File: src/rtl/core/fir16_pkg.sv
package fir16_pkg;

    localparam int TAP_COUNT_DEF = 16;
    localparam int SAMPLE_W      = 16;
    localparam int COEFF_W       = 16;
    localparam int PROD_W        = SAMPLE_W + COEFF_W;
    localparam int OUT_W         = 16;
    localparam int FRAC_BITS     = 15;
    localparam int CFG_W         = 64;
    localparam int CFG_IDX_W     = 8;

    localparam logic signed [OUT_W-1:0] SAT_HIGH = 16'sh7FFF;
    localparam logic signed [OUT_W-1:0] SAT_LOW  = 16'sh8000;

    localparam logic CMD_FILTER = 1'b0;
    localparam logic CMD_CLEAR  = 1'b1;

    typedef struct packed {
        logic shift;
        logic clear;
    } t_cell_ctl;

endpackage

File: src/rtl/core/fir16_tree.sv
module fir16_tree
    import fir16_pkg::*;
#(
    parameter  int TAP_COUNT = TAP_COUNT_DEF,
    localparam int LEVELS    = $clog2(TAP_COUNT),
    localparam int SUM_W     = PROD_W + LEVELS
) (
    input  logic                     i_clk,
    input  logic                     i_rst_n,
    input  logic                     i_vld,
    output logic                     o_rdy,
    input  logic signed [PROD_W-1:0] i_prod [TAP_COUNT],
    output logic                     o_vld,
    input  logic                     i_rdy,
    output logic signed [SUM_W-1:0]  o_sum
);

    // heap numbering: node n has children 2n and 2n+1, leaves are the products
    logic signed [SUM_W-1:0] w_val  [1:2*TAP_COUNT-1];
    logic signed [SUM_W-1:0] r_node [1:TAP_COUNT-1];
    logic [LEVELS-1:0]       r_vld;
    logic [LEVELS-1:0]       w_rdy;
    logic [LEVELS-1:0]       w_in_vld;

    genvar gi, gd, gj;

    for (gi = 0; gi < TAP_COUNT; gi++) begin : g_leaf
        assign w_val[TAP_COUNT+gi] = SUM_W'(i_prod[gi]);
    end

    for (gd = 0; gd < LEVELS; gd++) begin : g_lvl
        if (gd == LEVELS - 1) begin : g_first
            assign w_in_vld[gd] = i_vld;
        end else begin : g_mid
            assign w_in_vld[gd] = r_vld[gd+1];
        end

        if (gd == 0) begin : g_root
            assign w_rdy[gd] = !r_vld[gd] || i_rdy;
        end else begin : g_inner
            assign w_rdy[gd] = !r_vld[gd] || w_rdy[gd-1];
        end

        always_ff @(posedge i_clk) begin
            if (!i_rst_n) begin
                r_vld[gd] <= 1'b0;
            end else if (w_rdy[gd]) begin
                r_vld[gd] <= w_in_vld[gd];
            end
        end

        for (gj = 0; gj < (1 << gd); gj++) begin : g_node
            localparam int N = (1 << gd) + gj;

            assign w_val[N] = r_node[N];

            always_ff @(posedge i_clk) begin
                if (w_rdy[gd] && w_in_vld[gd]) begin
                    r_node[N] <= w_val[2*N] + w_val[2*N+1];
                end
            end
        end
    end

    assign o_rdy = w_rdy[LEVELS-1];
    assign o_vld = r_vld[0];
    assign o_sum = r_node[1];

endmodule

File: config.mk
export PLATFORM = sky130hd
export DESIGN_NAME = fir16_tree
export DESIGN_NICKNAME = d
export VERILOG_FILES = /design/src/rtl/core/fir16_pkg.sv /design/src/rtl/core/fir16_tree.sv
export SDC_FILE = /design/constraint.sdc
export NUM_CORES = 1
export LEC_CHECK = 0
export BUFFER_PORTS_ARGS = -buffer_cell sky130_fd_sc_hd__buf_2
export CAP_MARGIN = 20
export CORE_UTILIZATION = 24
export DETAILED_ROUTE_END_ITERATION = 6
export PLACE_DENSITY_LB_ADDON = 0.1
export SLEW_MARGIN = 15
export SYNTH_ARGS = -nofsm -noshare
export SYNTH_HDL_FRONTEND = slang
export SYNTH_SLANG_ARGS = --single-unit
File: constraint.sdc
create_clock -name i_clk -period 21.1 [get_ports i_clk]
set_input_delay 4.22 -clock i_clk [delete_from_list [all_inputs] [get_ports i_clk]]
set_output_delay 4.22 -clock i_clk [all_outputs]
set_load 0.01 [all_outputs]
# Word-level counts from Yosys, hierarchy flattened
# Memories as Yosys holds them, arrays and structs flattened.
# Cells that the tools add are included.
[op_classes]
add_sub_neg = 15
n_mux = 8
n_reduce_logical = 12
[ops]
columns = ["cell", "count"]
rows = [
  ["$add 32x32->33", 8],
  ["$add 36x36->36", 7],
  ["$mux 1", 8],
  ["$logic_and 1x1->1", 4],
  ["$logic_not 1->1", 4],
  ["$logic_or 1x1->1", 4],
]
[totals]
regBits = 4
mem_bits_rw = 540
input_bits = 516
out_inout_bits = 38
word_cells = 40
mem_count = 1
[memory_table]
columns = ["memory", "depth", "word_bits", "read_ports", "rd_ports_with_merged_regs", "write_ports", "line_no", "text"]
rows = [
  ["r_node", 15, 36, 15, 0, 15, "fir16_tree.sv:20", "logic signed [SUM_W-1:0] r_node [1:TAP_COUNT-1];"],
]

# Logic depth before layout (Yosys ltp)
[depth]
ltp_word = 8
mapped_depth = 12
ltp_nobuf = 12

# Worst setup path before layout
# Ideal clock, no wire load.
[synth_path]
path_kind = "input-to-reg"
start = "in i_rdy"
end = "reg, netlist name r_node[0][288]"
setup_time_ns = 1.047
t_arrival_ns = 17.607
required_ns = 20.053
slack_ns = 2.446
path_stages = 3
n_path_buf = 0
cell_sequence = "nor2b_1 -> and2_0 -> a31oi_1"
[synth_rtl]
columns = ["element", "line_no", "text"]
rows = [
  ["start: declaration", "fir16_tree.sv:14", "input logic i_rdy,"],
]

# Final worst setup path
[layout_path]
start = "in i_rdy"
end = "out o_rdy"
[layout_via]
elab_chain_cells = 4
[layout_lines]
columns = ["element", "line_no", "text"]
rows = [
  ["$logic_or 1x1->1", "fir16_tree.sv:39", "assign w_rdy[gd] = !r_vld[gd] || i_rdy;"],
  ["$logic_or 1x1->1 (3 in series)", "fir16_tree.sv:41", "assign w_rdy[gd] = !r_vld[gd] || w_rdy[gd-1];"],
  ["end: declaration", "fir16_tree.sv:11", "output logic o_rdy,"],
]
# Every way passes these cells.

==> out/qor.txt <==
status - completed
dominant cells by area after synthesis - edfxtp_1 38%, ha_1 15%, xnor2_1 5.8%
DIE HEIGHT - 415.1 um
post-CTS sizing - 0
P&R area growth vs syn - 18.16%
Post-synth EDFFs - 516
Final Total Pwr - 4558 uW
Gate Count Post-Synth - 4062
# port buffers - 553
Seq/Total Area, Yosys - 38.03%
die span in x - 415.1 um
VDD IR max - 0.05529 mV
WP data arrival - 5.47 ns
PwrDens - 94.20 mW/mm^2
Worst Skew - 0.02328 ns
share of cells above drive strength 1 - 15.55%
Crit. End Element - output pin
Fin Setup TNS - 0 ns
final core occ - 28.55%
Distinct cells, synth - 93
H-tree depth - 3
clock buffer depth - 3
clock tree sinks - 520
maximum fanout along the worst path - 6
Clock Latency Late Sink - 0.65 ns
average size of a mapped cell - 10.08 um^2
worst hold slack - 0.4867 ns
Syn Std Cell Area - 0.04095 mm^2
gr usage total - 14.36%
max-slew violations - 0
post-layout minimum cycle time - 9.694 ns
area leader, netlist - edfxtp_1
# Max-Cap Violations - 0
initial antenna violation count - 16
Placer Congestion - 0.8218
top-count cell post-synth - edfxtp_1
Setup crit start kind - input port
post-route ant nets - 0
first-pass GRT wire length - 192700 um
die area - 0.1723 mm^2
required time of the critical path - 16.88 ns
Routed WL - 127300 um
crit path kind - input port to output pin
CTS tree - done
placed cells - 6719
First-pass DRT Iterations - 5
pin count of the biggest net entering global routing - 149
hold_buf cts - 0
Final Cycle Share - 45.94%
Max-slew headroom - 27.72%
vias - 32.39k
area of the core - 0.1695 mm^2
Ys Warns - 0
standard-cell row count - 151
vias per cell - 4.728
number of synthesized register bits - 520
asr flop ratio synth - 0%
postcts setup bufs - 0
Post-synth top cells - 516 x edfxtp_1, 493 x ha_1, 436 x a21oi_1, 301 x a21o_1, 271 x xnor2_1
slew of the pin with the lowest slew margin - 1.084 ns
num ports - 554
non-filler cells, final - 6850
initial drt markers - 1563
number of global-route vias before repair - 32.77k
DP Wirelength - 105100 um
Fin. Hold Viols - 0
gr ovfl total - 0
Clk pin slew, worst setup/hold paths - 0.05 ns
share of the synthesized area in the top cell type - 37.84%
fmax - 103.2 MHz
leakage - 0.02047 uW
Residual DRC - 0
Root Buffer - clkbuf_16
Setup violations, final - 0
WL/cell - 18.59 um
Hold WC Path Type - register to register
total CTS buffers - 72
starting utilization of the core area - 24.16%
top_reg_cell synth - edfxtp_1
nets - 5599
RSZ-0062 raised after global routing - no
syn_nets - 5086
power by group:
part | internal (uW) | switching, uW | total (uW)
logic | 742 | 1080 | 1830
registers | 1410 | 84.5 | 1490
clock network | 759 | 477 | 1240
total | 2910 | 1650 | 4560
worst max-delay path, stage by stage:
cell     delay [ns]
buf_2          0.10
nor2b_1        0.27
and2_0         0.53
nand3_1        0.17
buf_2          0.18
layer usage:
layer | track usage (%) | part of all wire [%] | up-vias
met2 | 22.99 | 45 | 585
li1 | - | - | 16540
met5 | 0 | 0.027 | -
met4 | 3.352 | 1.9 | 6
met1 | 20.28 | 50 | 15130
met3 | 1.976 | 3.4 | 122
state kept, by name (all words and copies together), names as in the netlist:
register,count
o_vld,1
r_node,516
r_vld,3
final timing paths:
| check | from | endpoint | slack (ns) | cells past startpoint |
|---|---|---|---|---|
| hold / removal | r_vld[1] | o_vld | 0.49 | 1 |
| setup reg to reg | r_node[0][144] | r_node[0][102] | 17.25 | 11 |
| setup / recovery | i_rdy | o_rdy | 11.41 | 5 |
| hold reg to reg | r_vld[1] | o_vld | 0.49 | 1 |
area by class of cell:
class                   instances  area (um^2)
fillers                     17910       121100
multi-input cells            3315        24430
clock buffers                  90         1933
diodes                          2        5.005
inverters                     105        394.1
well taps                    2218         2775
clock inverters                39        437.9
flip-flops and latches        520        15570
repair buffers                561         2838
layout by cell type (no fill, tap or decap), types with 12 or more instances in the layout:
| cell type | synthesis | routed |
|---|---|---|
| buf_2 | 1 | 554 |
| edfxtp_1 | 516 | 516 |
| ha_1 | 493 | 493 |
| a21oi_1 | 436 | 436 |
| a21o_1 | 301 | 301 |
| xnor2_1 | 271 | 271 |
| nand2_1 | 241 | 241 |
| nor2_1 | 230 | 230 |
| o21ai_0 | 185 | 185 |
| xor2_1 | 153 | 153 |
| inv_1 | 105 | 105 |
| nand3_1 | 80 | 80 |
| clkbuf_16 | 0 | 75 |
| o21bai_1 | 73 | 73 |
| and3_1 | 62 | 62 |
| nor2b_1 | 60 | 58 |
| o21a_1 | 56 | 56 |
| nor3_1 | 54 | 54 |
| nand4_1 | 52 | 52 |
| a211oi_1 | 51 | 51 |
| nand2b_1 | 50 | 50 |
| a31oi_1 | 49 | 48 |
| o211ai_1 | 38 | 38 |
| and2_1 | 28 | 28 |
| o21ai_1 | 26 | 26 |
| a221oi_1 | 17 | 17 |
| and4_1 | 16 | 16 |
| or3_1 | 15 | 15 |
| a2111oi_0 | 15 | 15 |
| fa_1 | 15 | 15 |
| clkbuf_1 | 85 | 15 |
| a31o_2 | 14 | 14 |
| a21boi_0 | 14 | 13 |
| a41oi_1 | 13 | 13 |
| nor3b_1 | 12 | 12 |
stage by stage:
stage	setup WS [ns]	area, um^2
global placement	11.36	46010
finish	11.41	48390
detailed placement	11.36	46010
CTS	11.36	48380
floorplan	2.446	40950
global route	11.27	48380
cells by family (layout without fill, tap and decap cells):
kind of cell    after synthesis  after routing  share of synthesized area (%)
mux                           6              6                         0.1558
xor+xnor                    424            424                          9.068
fa+ha+maj                   508            508                          15.80
flops                       520            520                          38.03
compound gates             1432           1432                          23.11
buf+inv                     227            795                          2.414
other cells                   0              2                              0
simple gates                945            945                          11.42
(Power assumes the default switching activity.)
