[config.mk]
export PLATFORM = sky130hd
export DESIGN_NAME = fir16_cell
export DESIGN_NICKNAME = d
export VERILOG_FILES = /design/src/rtl/core/fir16_pkg.sv /design/src/rtl/core/fir16_cell.sv
export SDC_FILE = /design/constraint.sdc
export NUM_CORES = 1
export LEC_CHECK = 0
export ABC_AREA = 1
export ABC_CLOCK_PERIOD_IN_PS = 10100
export BUFFER_PORTS_ARGS = -buffer_cell sky130_fd_sc_hd__buf_2
export CAP_MARGIN = 10
export CELL_PAD_IN_SITES_DETAIL_PLACEMENT = 1
export CELL_PAD_IN_SITES_GLOBAL_PLACEMENT = 2
export CORE_MARGIN = 2
export CORE_UTILIZATION = 41
export DETAILED_ROUTE_END_ITERATION = 16
export HOLD_SLACK_MARGIN = 0.08
export PLACE_DENSITY = 0.95
export SLEW_MARGIN = 10
export SYNTH_ARGS = -nofsm -noshare
export SYNTH_HDL_FRONTEND = slang
export SYNTH_SLANG_ARGS = --single-unit
export TNS_END_PERCENT = 10
[constraint.sdc]
create_clock -name i_clk -period 10.1 [get_ports i_clk]
set_input_delay 1.01 -clock i_clk [delete_from_list [all_inputs] [get_ports i_clk]]
set_output_delay 1.01 -clock i_clk [all_outputs]
set_load 0.01 [all_outputs]
[src/rtl/core/fir16_pkg.sv]
package fir16_pkg;

    localparam int TAP_COUNT_DEF = 16;
    localparam int SAMPLE_W      = 16;
    localparam int COEFF_W       = 16;
    localparam int PROD_W        = SAMPLE_W + COEFF_W;
    localparam int OUT_W         = 16;
    localparam int FRAC_BITS     = 15;
    localparam int CFG_W         = 64;
    localparam int CFG_IDX_W     = 8;

    localparam logic signed [OUT_W-1:0] SAT_HIGH = 16'sh7FFF;
    localparam logic signed [OUT_W-1:0] SAT_LOW  = 16'sh8000;

    localparam logic CMD_FILTER = 1'b0;
    localparam logic CMD_CLEAR  = 1'b1;

    typedef struct packed {
        logic shift;
        logic clear;
    } t_cell_ctl;

endpackage

[src/rtl/core/fir16_cell.sv]
module fir16_cell
    import fir16_pkg::*;
(
    input  logic                       i_clk,
    input  logic                       i_rst_n,
    input  t_cell_ctl                  i_ctl,
    input  logic signed [SAMPLE_W-1:0] i_sample,
    input  logic signed [COEFF_W-1:0]  i_coeff,
    output logic signed [SAMPLE_W-1:0] o_hist,
    output logic signed [PROD_W-1:0]   o_prod
);

    logic signed [SAMPLE_W-1:0] r_hist;
    logic signed [PROD_W-1:0]   r_prod;

    always_ff @(posedge i_clk) begin
        if (!i_rst_n) begin
            r_hist <= '0;
        end else if (i_ctl.clear) begin
            r_hist <= '0;
        end else if (i_ctl.shift) begin
            r_hist <= i_sample;
        end
    end

    // product is taken on the sample entering this tap, i.e. the new history
    always_ff @(posedge i_clk) begin
        if (i_ctl.shift) begin
            r_prod <= i_coeff * i_sample;
        end
    end

    assign o_hist = r_hist;
    assign o_prod = r_prod;

endmodule

After elaboration in Yosys (flattened, before gate mapping). Index checks and enable logic that the tools add are counted.

Register bits after elaboration: 48. Bits of input ports: 36. Logic and storage cells: 5.

Multiply operators: 1. Bitwise operators: 1. Reductions and logical operators: 1.

Operators by type and width (count): multiplier 16 x 16 -> 32 bit (1); OR reduction 2 bit (1); NOT 1 bit (1).

Logic depth before layout (Yosys ltp). Gate-level depths: netlist of run 1.

Word-level depth: 2. Mapped depth: 26. Gate-level depth less buffers: 25.

Least setup slack after synthesis of run 1. OpenSTA, ideal clock, no wires.

Kind: input to register. Start: in i_sample[3]. End: reg r_prod[31] (netlist: o_prod[31]) (data pin). Library setup time: 0.253 ns. Arrival: 6.038 ns. Required time: 9.847 ns. Setup slack: 3.809 ns. Stages on the path: 22. Buffers on the path: 2. Path through: clkbuf_1 -> clkbuf_1 -> nand2_1 -> inv_1 -> fa_1 -> fa_1 -> inv_1 -> fa_1 -> fa_1 -> fa_1 -> fa_1 -> inv_1 -> ha_1 -> nand2_1 -> nor2_1 -> nand3_1 -> nor3_1 -> nand2_1 -> inv_1 -> nor2_1 -> nand2_1 -> nand2_1.

Word-level cells in the longest chain between the ends: 1.

RTL lines: start, declared (RTL line fir16_cell.sv:7) `input logic signed [SAMPLE_W-1:0] i_sample,`; multiplier 16 x 16 -> 32 bit (RTL line fir16_cell.sv:29) `r_prod <= i_coeff * i_sample;`; end signal, assigned (RTL line fir16_cell.sv:29); end, declared (RTL line fir16_cell.sv:14) `logic signed [PROD_W-1:0] r_prod;`.

No other way between the ends. A chain may end at the register's enable or synchronous reset.

Final worst setup path of run 1.
Start: in i_sample[1]. End: reg r_prod[30] (netlist: o_prod[30]) (data pin).

The elaborated chain is that of the path after synthesis.

==> results of run 1 <==
## cell usage after synthesis
| library cell | count |
|---|---|
| and2_1 | 2 |
| clkbuf_1 | 62 |
| buf_2 | 1 |
| a211oi_1 | 1 |
| edfxtp_1 | 32 |
| ha_1 | 82 |
| o21bai_1 | 6 |
| fa_1 | 262 |
| xor2_1 | 17 |
| o21a_1 | 1 |
| nor2_2 | 5 |
| nor3_2 | 2 |
| or2_2 | 3 |
| nor3_1 | 5 |
| nand2_2 | 3 |
| xnor2_1 | 2 |
| nor2_1 | 51 |
| inv_1 | 479 |
| a21oi_2 | 1 |
| a21o_1 | 1 |
| nand3b_1 | 3 |
| o21ai_0 | 4 |
| nor2_4 | 2 |
| o21ai_1 | 2 |
| nand3_1 | 33 |
| inv_2 | 3 |
| nand2_1 | 443 |
| nand3_2 | 2 |
| a21oi_1 | 35 |
| dfxtp_1 | 16 |
| nand4_1 | 13 |
## metrics by stage
step	instance area, µm²	instances	hold slack (ps)
detailed placement	13000	1985	455
global placement	13000	1985	444
global route	13200	1993	480
floorplan	12300	1574	484
finish	13200	1993	460
CTS	13200	1993	466
## layout by cell type (no fill, tap or decap), drive strengths merged, types with 7 or more instances in the layout
| cell | netlist | layout |
|---|---|---|
| edfxtp | 32 | 32 |
| nor2 | 58 | 58 |
| nor3 | 7 | 7 |
| fa | 262 | 262 |
| nand2 | 446 | 446 |
| inv | 482 | 483 |
| nand3 | 35 | 35 |
| xor2 | 17 | 17 |
| nand4 | 13 | 13 |
| ha | 82 | 82 |
| buf | 1 | 84 |
| a21oi | 36 | 36 |
| dfxtp | 16 | 16 |
## area by class of cell
type,count,area share [%]
clock buffers,5,0.947
repair buffers,84,3.20
multi-input cells,981,68.2
flip-flops and latches,48,9.70
inverters,482,13.7
well taps,390,3.69
clock inverters,3,0.521
## worst min-delay path, delay by kind of cell (launching register included)
| kind | cells | cell delay [ps] |
|---|---|---|
| compound gates | 1 | 50 |
| simple gates | 1 | 60 |
| flops | 1 | 310 |
## layer usage
metal  GRT usage [%]  vias to the layer above
met5               0                        -
met3            1.44                       61
met1            28.9                     5148
met2            48.7                      217
li1                -                     4485
met4            6.73                        0
## flip-flops by register name, summed over array words and instances, names as in the netlist
name    count
o_hist     16
o_prod     32
## kinds of logic (layout without fill, tap and decap cells)
kind of cell	after synthesis	count (layout)	synth area share, %
flip-flops	48	48	10.4
AND/OR/NAND/NOR	567	567	18.6
buffers and inverters	545	574	16.6
XOR/XNOR	19	19	1.35
AO/OA/AOI/OAI	51	51	2.28
adder cells (fa/ha/maj)	344	344	50.8
## path summary, 6_finish.rpt
kind                             end  slack (ps)
max             o_prod[30]$_DFFE_PP_        3710
max reg2reg   o_hist[9]$_SDFFE_PP0P_        9380
min          o_hist[11]$_SDFFE_PP0P_         460
min reg2reg  o_hist[11]$_SDFFE_PP0P_         460
==> flow_summary.ini, run 1 <==
[clock_tree]
cts_tree = built
post_cts_buffers = 0
cts.sinks = 48
cts_hold_buf = 0
ctsLongestPathBuffers = 2
cts_root_buffer = clkbuf_16
htree_levels = 2
numCtsBuffers = 5
ctsResizeCount = 0
worstSkewPairLatency_ps = 290
path_clk_slew_ps = 90

[synth]
ys_ff_latch = 48
ys_types = 31
synth.avg_cell_area_um2 = 7.84
yosys.area.top_type = fa_1
synth_area_leaders = fa_1 (43%), inv_1 (15%), nand2_1 (13%)
yosys_warnings = 0
yosysSeqAreaShare_pct = 10.4
netlist.area_leader.share_pct = 42.5
synth_nets = 1954
synth_cells = 1574
syn_area_mm2 = 0.0123

[worst_setup_path]
worstPathRequired_ps = 10180
cp-end-kind = register
path_delay_family = adder cells
cp_common_cell = fa_1
cp-start-kind = input pin
cp.arrival_ps = 6470
timing.critical_path.from = i_sample[1]
critPathBufInv = 5
crit_path_cell_trace = buf_2, nand2_1, inv_1, fa_1, fa_1, fa_1, fa_1, fa_1, inv_1, fa_1, inv_1, ha_1, nand2_1, inv_1, nand2_1, nor3_1, and2_1, nand2_1, nand3_1, nand2_1
cp.depth = 20
worstPathMaxFanout = 17
critPathKind = input pin to register
cpMaxStageDelayCell = fa_1
r2r_cells = 2
reg2reg_from = o_hist[9]$_SDFFE_PP0P_
cp_slowest_stage_delay_ps = 860

[worst_hold_path]
hold_depth = 2
min_path_type = register to register
hp-start = o_hist[11]$_SDFFE_PP0P_

[placed_design]
pre_cts_slack_ps = 3350
hpwl_um = 30200
place_congestion = 0.852
portBuffers = 83

[drt]
wl_met1_um = 14300
drc = 0
dr.max_layer_used = met4
met2RoutedLength_um = 19900
wl_um = 36100
drt_iter0_markers = 487
first_pass_iters = 5
ant_nets = 0
wl_met3_um = 956
num_vias = 9911
via_per_inst = 4.97
wire_per_inst_um = 18.1

[layout]
syn_to_final_growth_pct = 7.03
num_antenna_cells = 0
finalCoreUtilization_pct = 44.6
multi_input_area_mm2 = 0.00901
drive_gt1_share_pct = 7.05
nNetsFinal = 1982
seqCellArea_mm2 = 0.00128
nFillCells = 3739

[timing]
worst_pin_slew_ps = 818
fmax_mhz = 156
min_period_ps = 6390
min_period_over_period_pct = 63.3
slew-limit-headroom_pct = 45.4
report.final.hold_viol_count = 0
setup_viol = 0
fin_skew_ps = 0
rsz0062_at_grt = no
setup_slack_ps = 3710
setup_tns_ps = 0
finalMaxSlewViolations = 0

[grt]
grt_max_degree = 51
antenna_found_initial = 0
grt_pass1_wl_um = 60300
grt_pass1_vias = 11672
grt_overflow = 0
grt_use_total_pct = 24.8

[die]
io_pins = 84
rows = 63
die-width_um = 177
die_area_mm2 = 0.0315
core_area_mm2 = 0.0296
initial_core_util_pct = 41.6
die_h_um = 177

[run]
drv_cap = 0

[status]
outcome = completed
Power of run 1 is not shown: default switching activity piles up to over one toggle a cycle in this logic, so the estimate is an artifact.
==> run 2: changes to the inputs <==
--- a/config.mk
+++ b/config.mk
@@ -6,16 +6,16 @@
 export NUM_CORES = 1
 export LEC_CHECK = 0
 export ABC_AREA = 1
-export ABC_CLOCK_PERIOD_IN_PS = 10100
+export ABC_CLOCK_PERIOD_IN_PS = 6300
 export BUFFER_PORTS_ARGS = -buffer_cell sky130_fd_sc_hd__buf_2
 export CAP_MARGIN = 10
 export CELL_PAD_IN_SITES_DETAIL_PLACEMENT = 1
 export CELL_PAD_IN_SITES_GLOBAL_PLACEMENT = 2
 export CORE_MARGIN = 2
-export CORE_UTILIZATION = 41
+export CORE_UTILIZATION = 38
 export DETAILED_ROUTE_END_ITERATION = 16
 export HOLD_SLACK_MARGIN = 0.08
-export PLACE_DENSITY = 0.95
+export PLACE_DENSITY = 0.94
 export SLEW_MARGIN = 10
 export SYNTH_ARGS = -nofsm -noshare
 export SYNTH_HDL_FRONTEND = slang
==> constraint.sdc (replaced) <==
create_clock -name i_clk -period 6.3 [get_ports i_clk]
set_input_delay 0.63 -clock i_clk [delete_from_list [all_inputs] [get_ports i_clk]]
set_output_delay 0.63 -clock i_clk [all_outputs]
set_load 0.01 [all_outputs]
==> flow_summary.ini, run 2 (synthesized netlist as in run 1, its figures left out) <==
[placed_design]
place_congestion = 0.900
place_area_mm2 = 0.0132
portBuffers = 83
pre_cts_slack_ps = -101
hpwl_um = 30500

[clock_tree]
ctsLongestPathBuffers = 2
numCtsBuffers = 5
path_clk_slew_ps = 90
htree_levels = 2
cts_tree = built
cts_root_buffer = clkbuf_16
cts.sinks = 48
worstSkewPairLatency_ps = 300
post_cts_buffers = 0
cts_hold_buf = 0

[worst_setup_path]
cp.arrival_ps = 6030
worstPathRequired_ps = 6390
cp-end-kind = register
critPathKind = input pin to register
r2r_setup_slack_ps = 5560
reg2reg_from = o_hist[13]$_SDFFE_PP0P_
r2r_cells = 2
cp-start-kind = input pin
reg2reg_to = o_hist[13]$_SDFFE_PP0P_
worstPathMaxFanout = 16

[die]
die_area_mm2 = 0.0339
initial_core_util_pct = 38.8
die_h_um = 184
core_area_mm2 = 0.0318
io_pins = 84
die-width_um = 184
rows = 65

[drt]
ant_nets = 0
num_vias = 9824
drc = 0
first_pass_iters = 4
drt_iter0_markers = 408
via_per_inst = 4.78
wl_um = 35300
wire_per_inst_um = 17.2

[layout]
mostFrequentLayoutCell = inv_1
stdcell_area_mm2 = 0.0134
syn_to_final_growth_pct = 8.56
finalCoreUtilization_pct = 42.1
final_cell_mix = inv_1 (479), nand2_1 (443), fa_1 (261), buf_2 (83), ha_1 (82)
nNetsFinal = 1999
largest_register_ffs = 32
drive_gt1_share_pct = 8.09

[grt]
grt_overflow = 0
grt_pass1_vias = 11408
antenna_found_initial = 1
grt_use_total_pct = 22.6
grt_max_degree = 51
grt_pass1_wl_um = 59100

[run]
drv_cap = 0

[timing]
report.final.hold_viol_count = 0
setup_slack_ps = 365
setup_viol = 0
whs_ps = 461
min_period_over_period_pct = 94.2
min_period_ps = 5940
slew-limit-headroom_pct = 50.4
finalMaxSlewViolations = 0
worst_pin_slew_ps = 743
rsz0062_at_grt = no
fin_skew_ps = 0
fmax_mhz = 168

[worst_hold_path]
hold_end = o_hist[11]$_SDFFE_PP0P_
min_path_type = register to register
hold_depth = 2
hp-start = o_hist[11]$_SDFFE_PP0P_

[status]
outcome = completed
[run 2: changes by cell type in the layout (fill, tap and decap cells not counted)]
| cell | previous run | this run |
|---|---|---|
| fa_1 | 262 | 261 |
| fa_2 | 0 | 1 |
| buf_4 | 1 | 18 |
| diode_2 | 0 | 1 |
[run 2: worst max path at each step]
stage | endpoint | depth (start not counted) | startpoint | slack, ps
after detailed placement | o_prod[30]$_DFFE_PP_ | 20 | i_coeff[15] | -100
after floorplan | o_prod[31]$_DFFE_PP_ | 22 | i_sample[3] | 390
after global routing | o_prod[30]$_DFFE_PP_ | 20 | i_coeff[15] | 60
final | o_prod[30]$_DFFE_PP_ | 20 | i_coeff[15] | 360
after global placement | o_prod[30]$_DFFE_PP_ | 20 | i_coeff[15] | 190
after CTS | o_prod[30]$_DFFE_PP_ | 20 | i_coeff[15] | 210
[run 2: layer usage]
metal  global-route usage, %  vias to the layer above  wire (µm)
met5                       0                        -          0
met1                    27.5                     5056      14600
met4                    6.56                        0        950
met2                    42.7                      191      18700
li1                        -                     4517          -
met3                    1.74                       60       1020
[run 2: final cells by class]
class | count | area, µm²
Antenna cell | 1 | 2.50
Clock buffer | 5 | 125
Clock inverter | 3 | 68.8
Fill cell | 3967 | 18400
Inverter | 482 | 1810
Multi-Input combinational cell | 981 | 9010
Sequential cell | 48 | 1280
Tap cell | 435 | 544
Timing Repair Buffer | 101 | 551
[run 2: metrics by stage]
step	setup TNS (ps)	std cells
after CTS	0	2055
final	0	2056
after floorplan	0	1574
after global placement	0	2047
after global routing	0	2056
after detailed placement	-130	2047
[run 2: what timing repair did]
action | in CTS | in global routing
setup endpoints to repair | 0 | 2
hold endpoints to repair | 0 | 0
gates resized for setup | 0 | 1
[run 2: critical path, stage by stage]
cell,delay [ps]
buf_2,290
nand2_1,160
inv_1,140
fa_1,530
fa_2,780
fa_1,490
fa_1,510
fa_1,490
inv_1,50
fa_1,470
inv_1,40
ha_1,380
nand2_1,150
inv_1,80
nand2_1,100
nor3_1,270
and2_1,190
nand2_1,110
nand3_1,90
nand2_1,50
Power of run 2 is left out for the same reason.
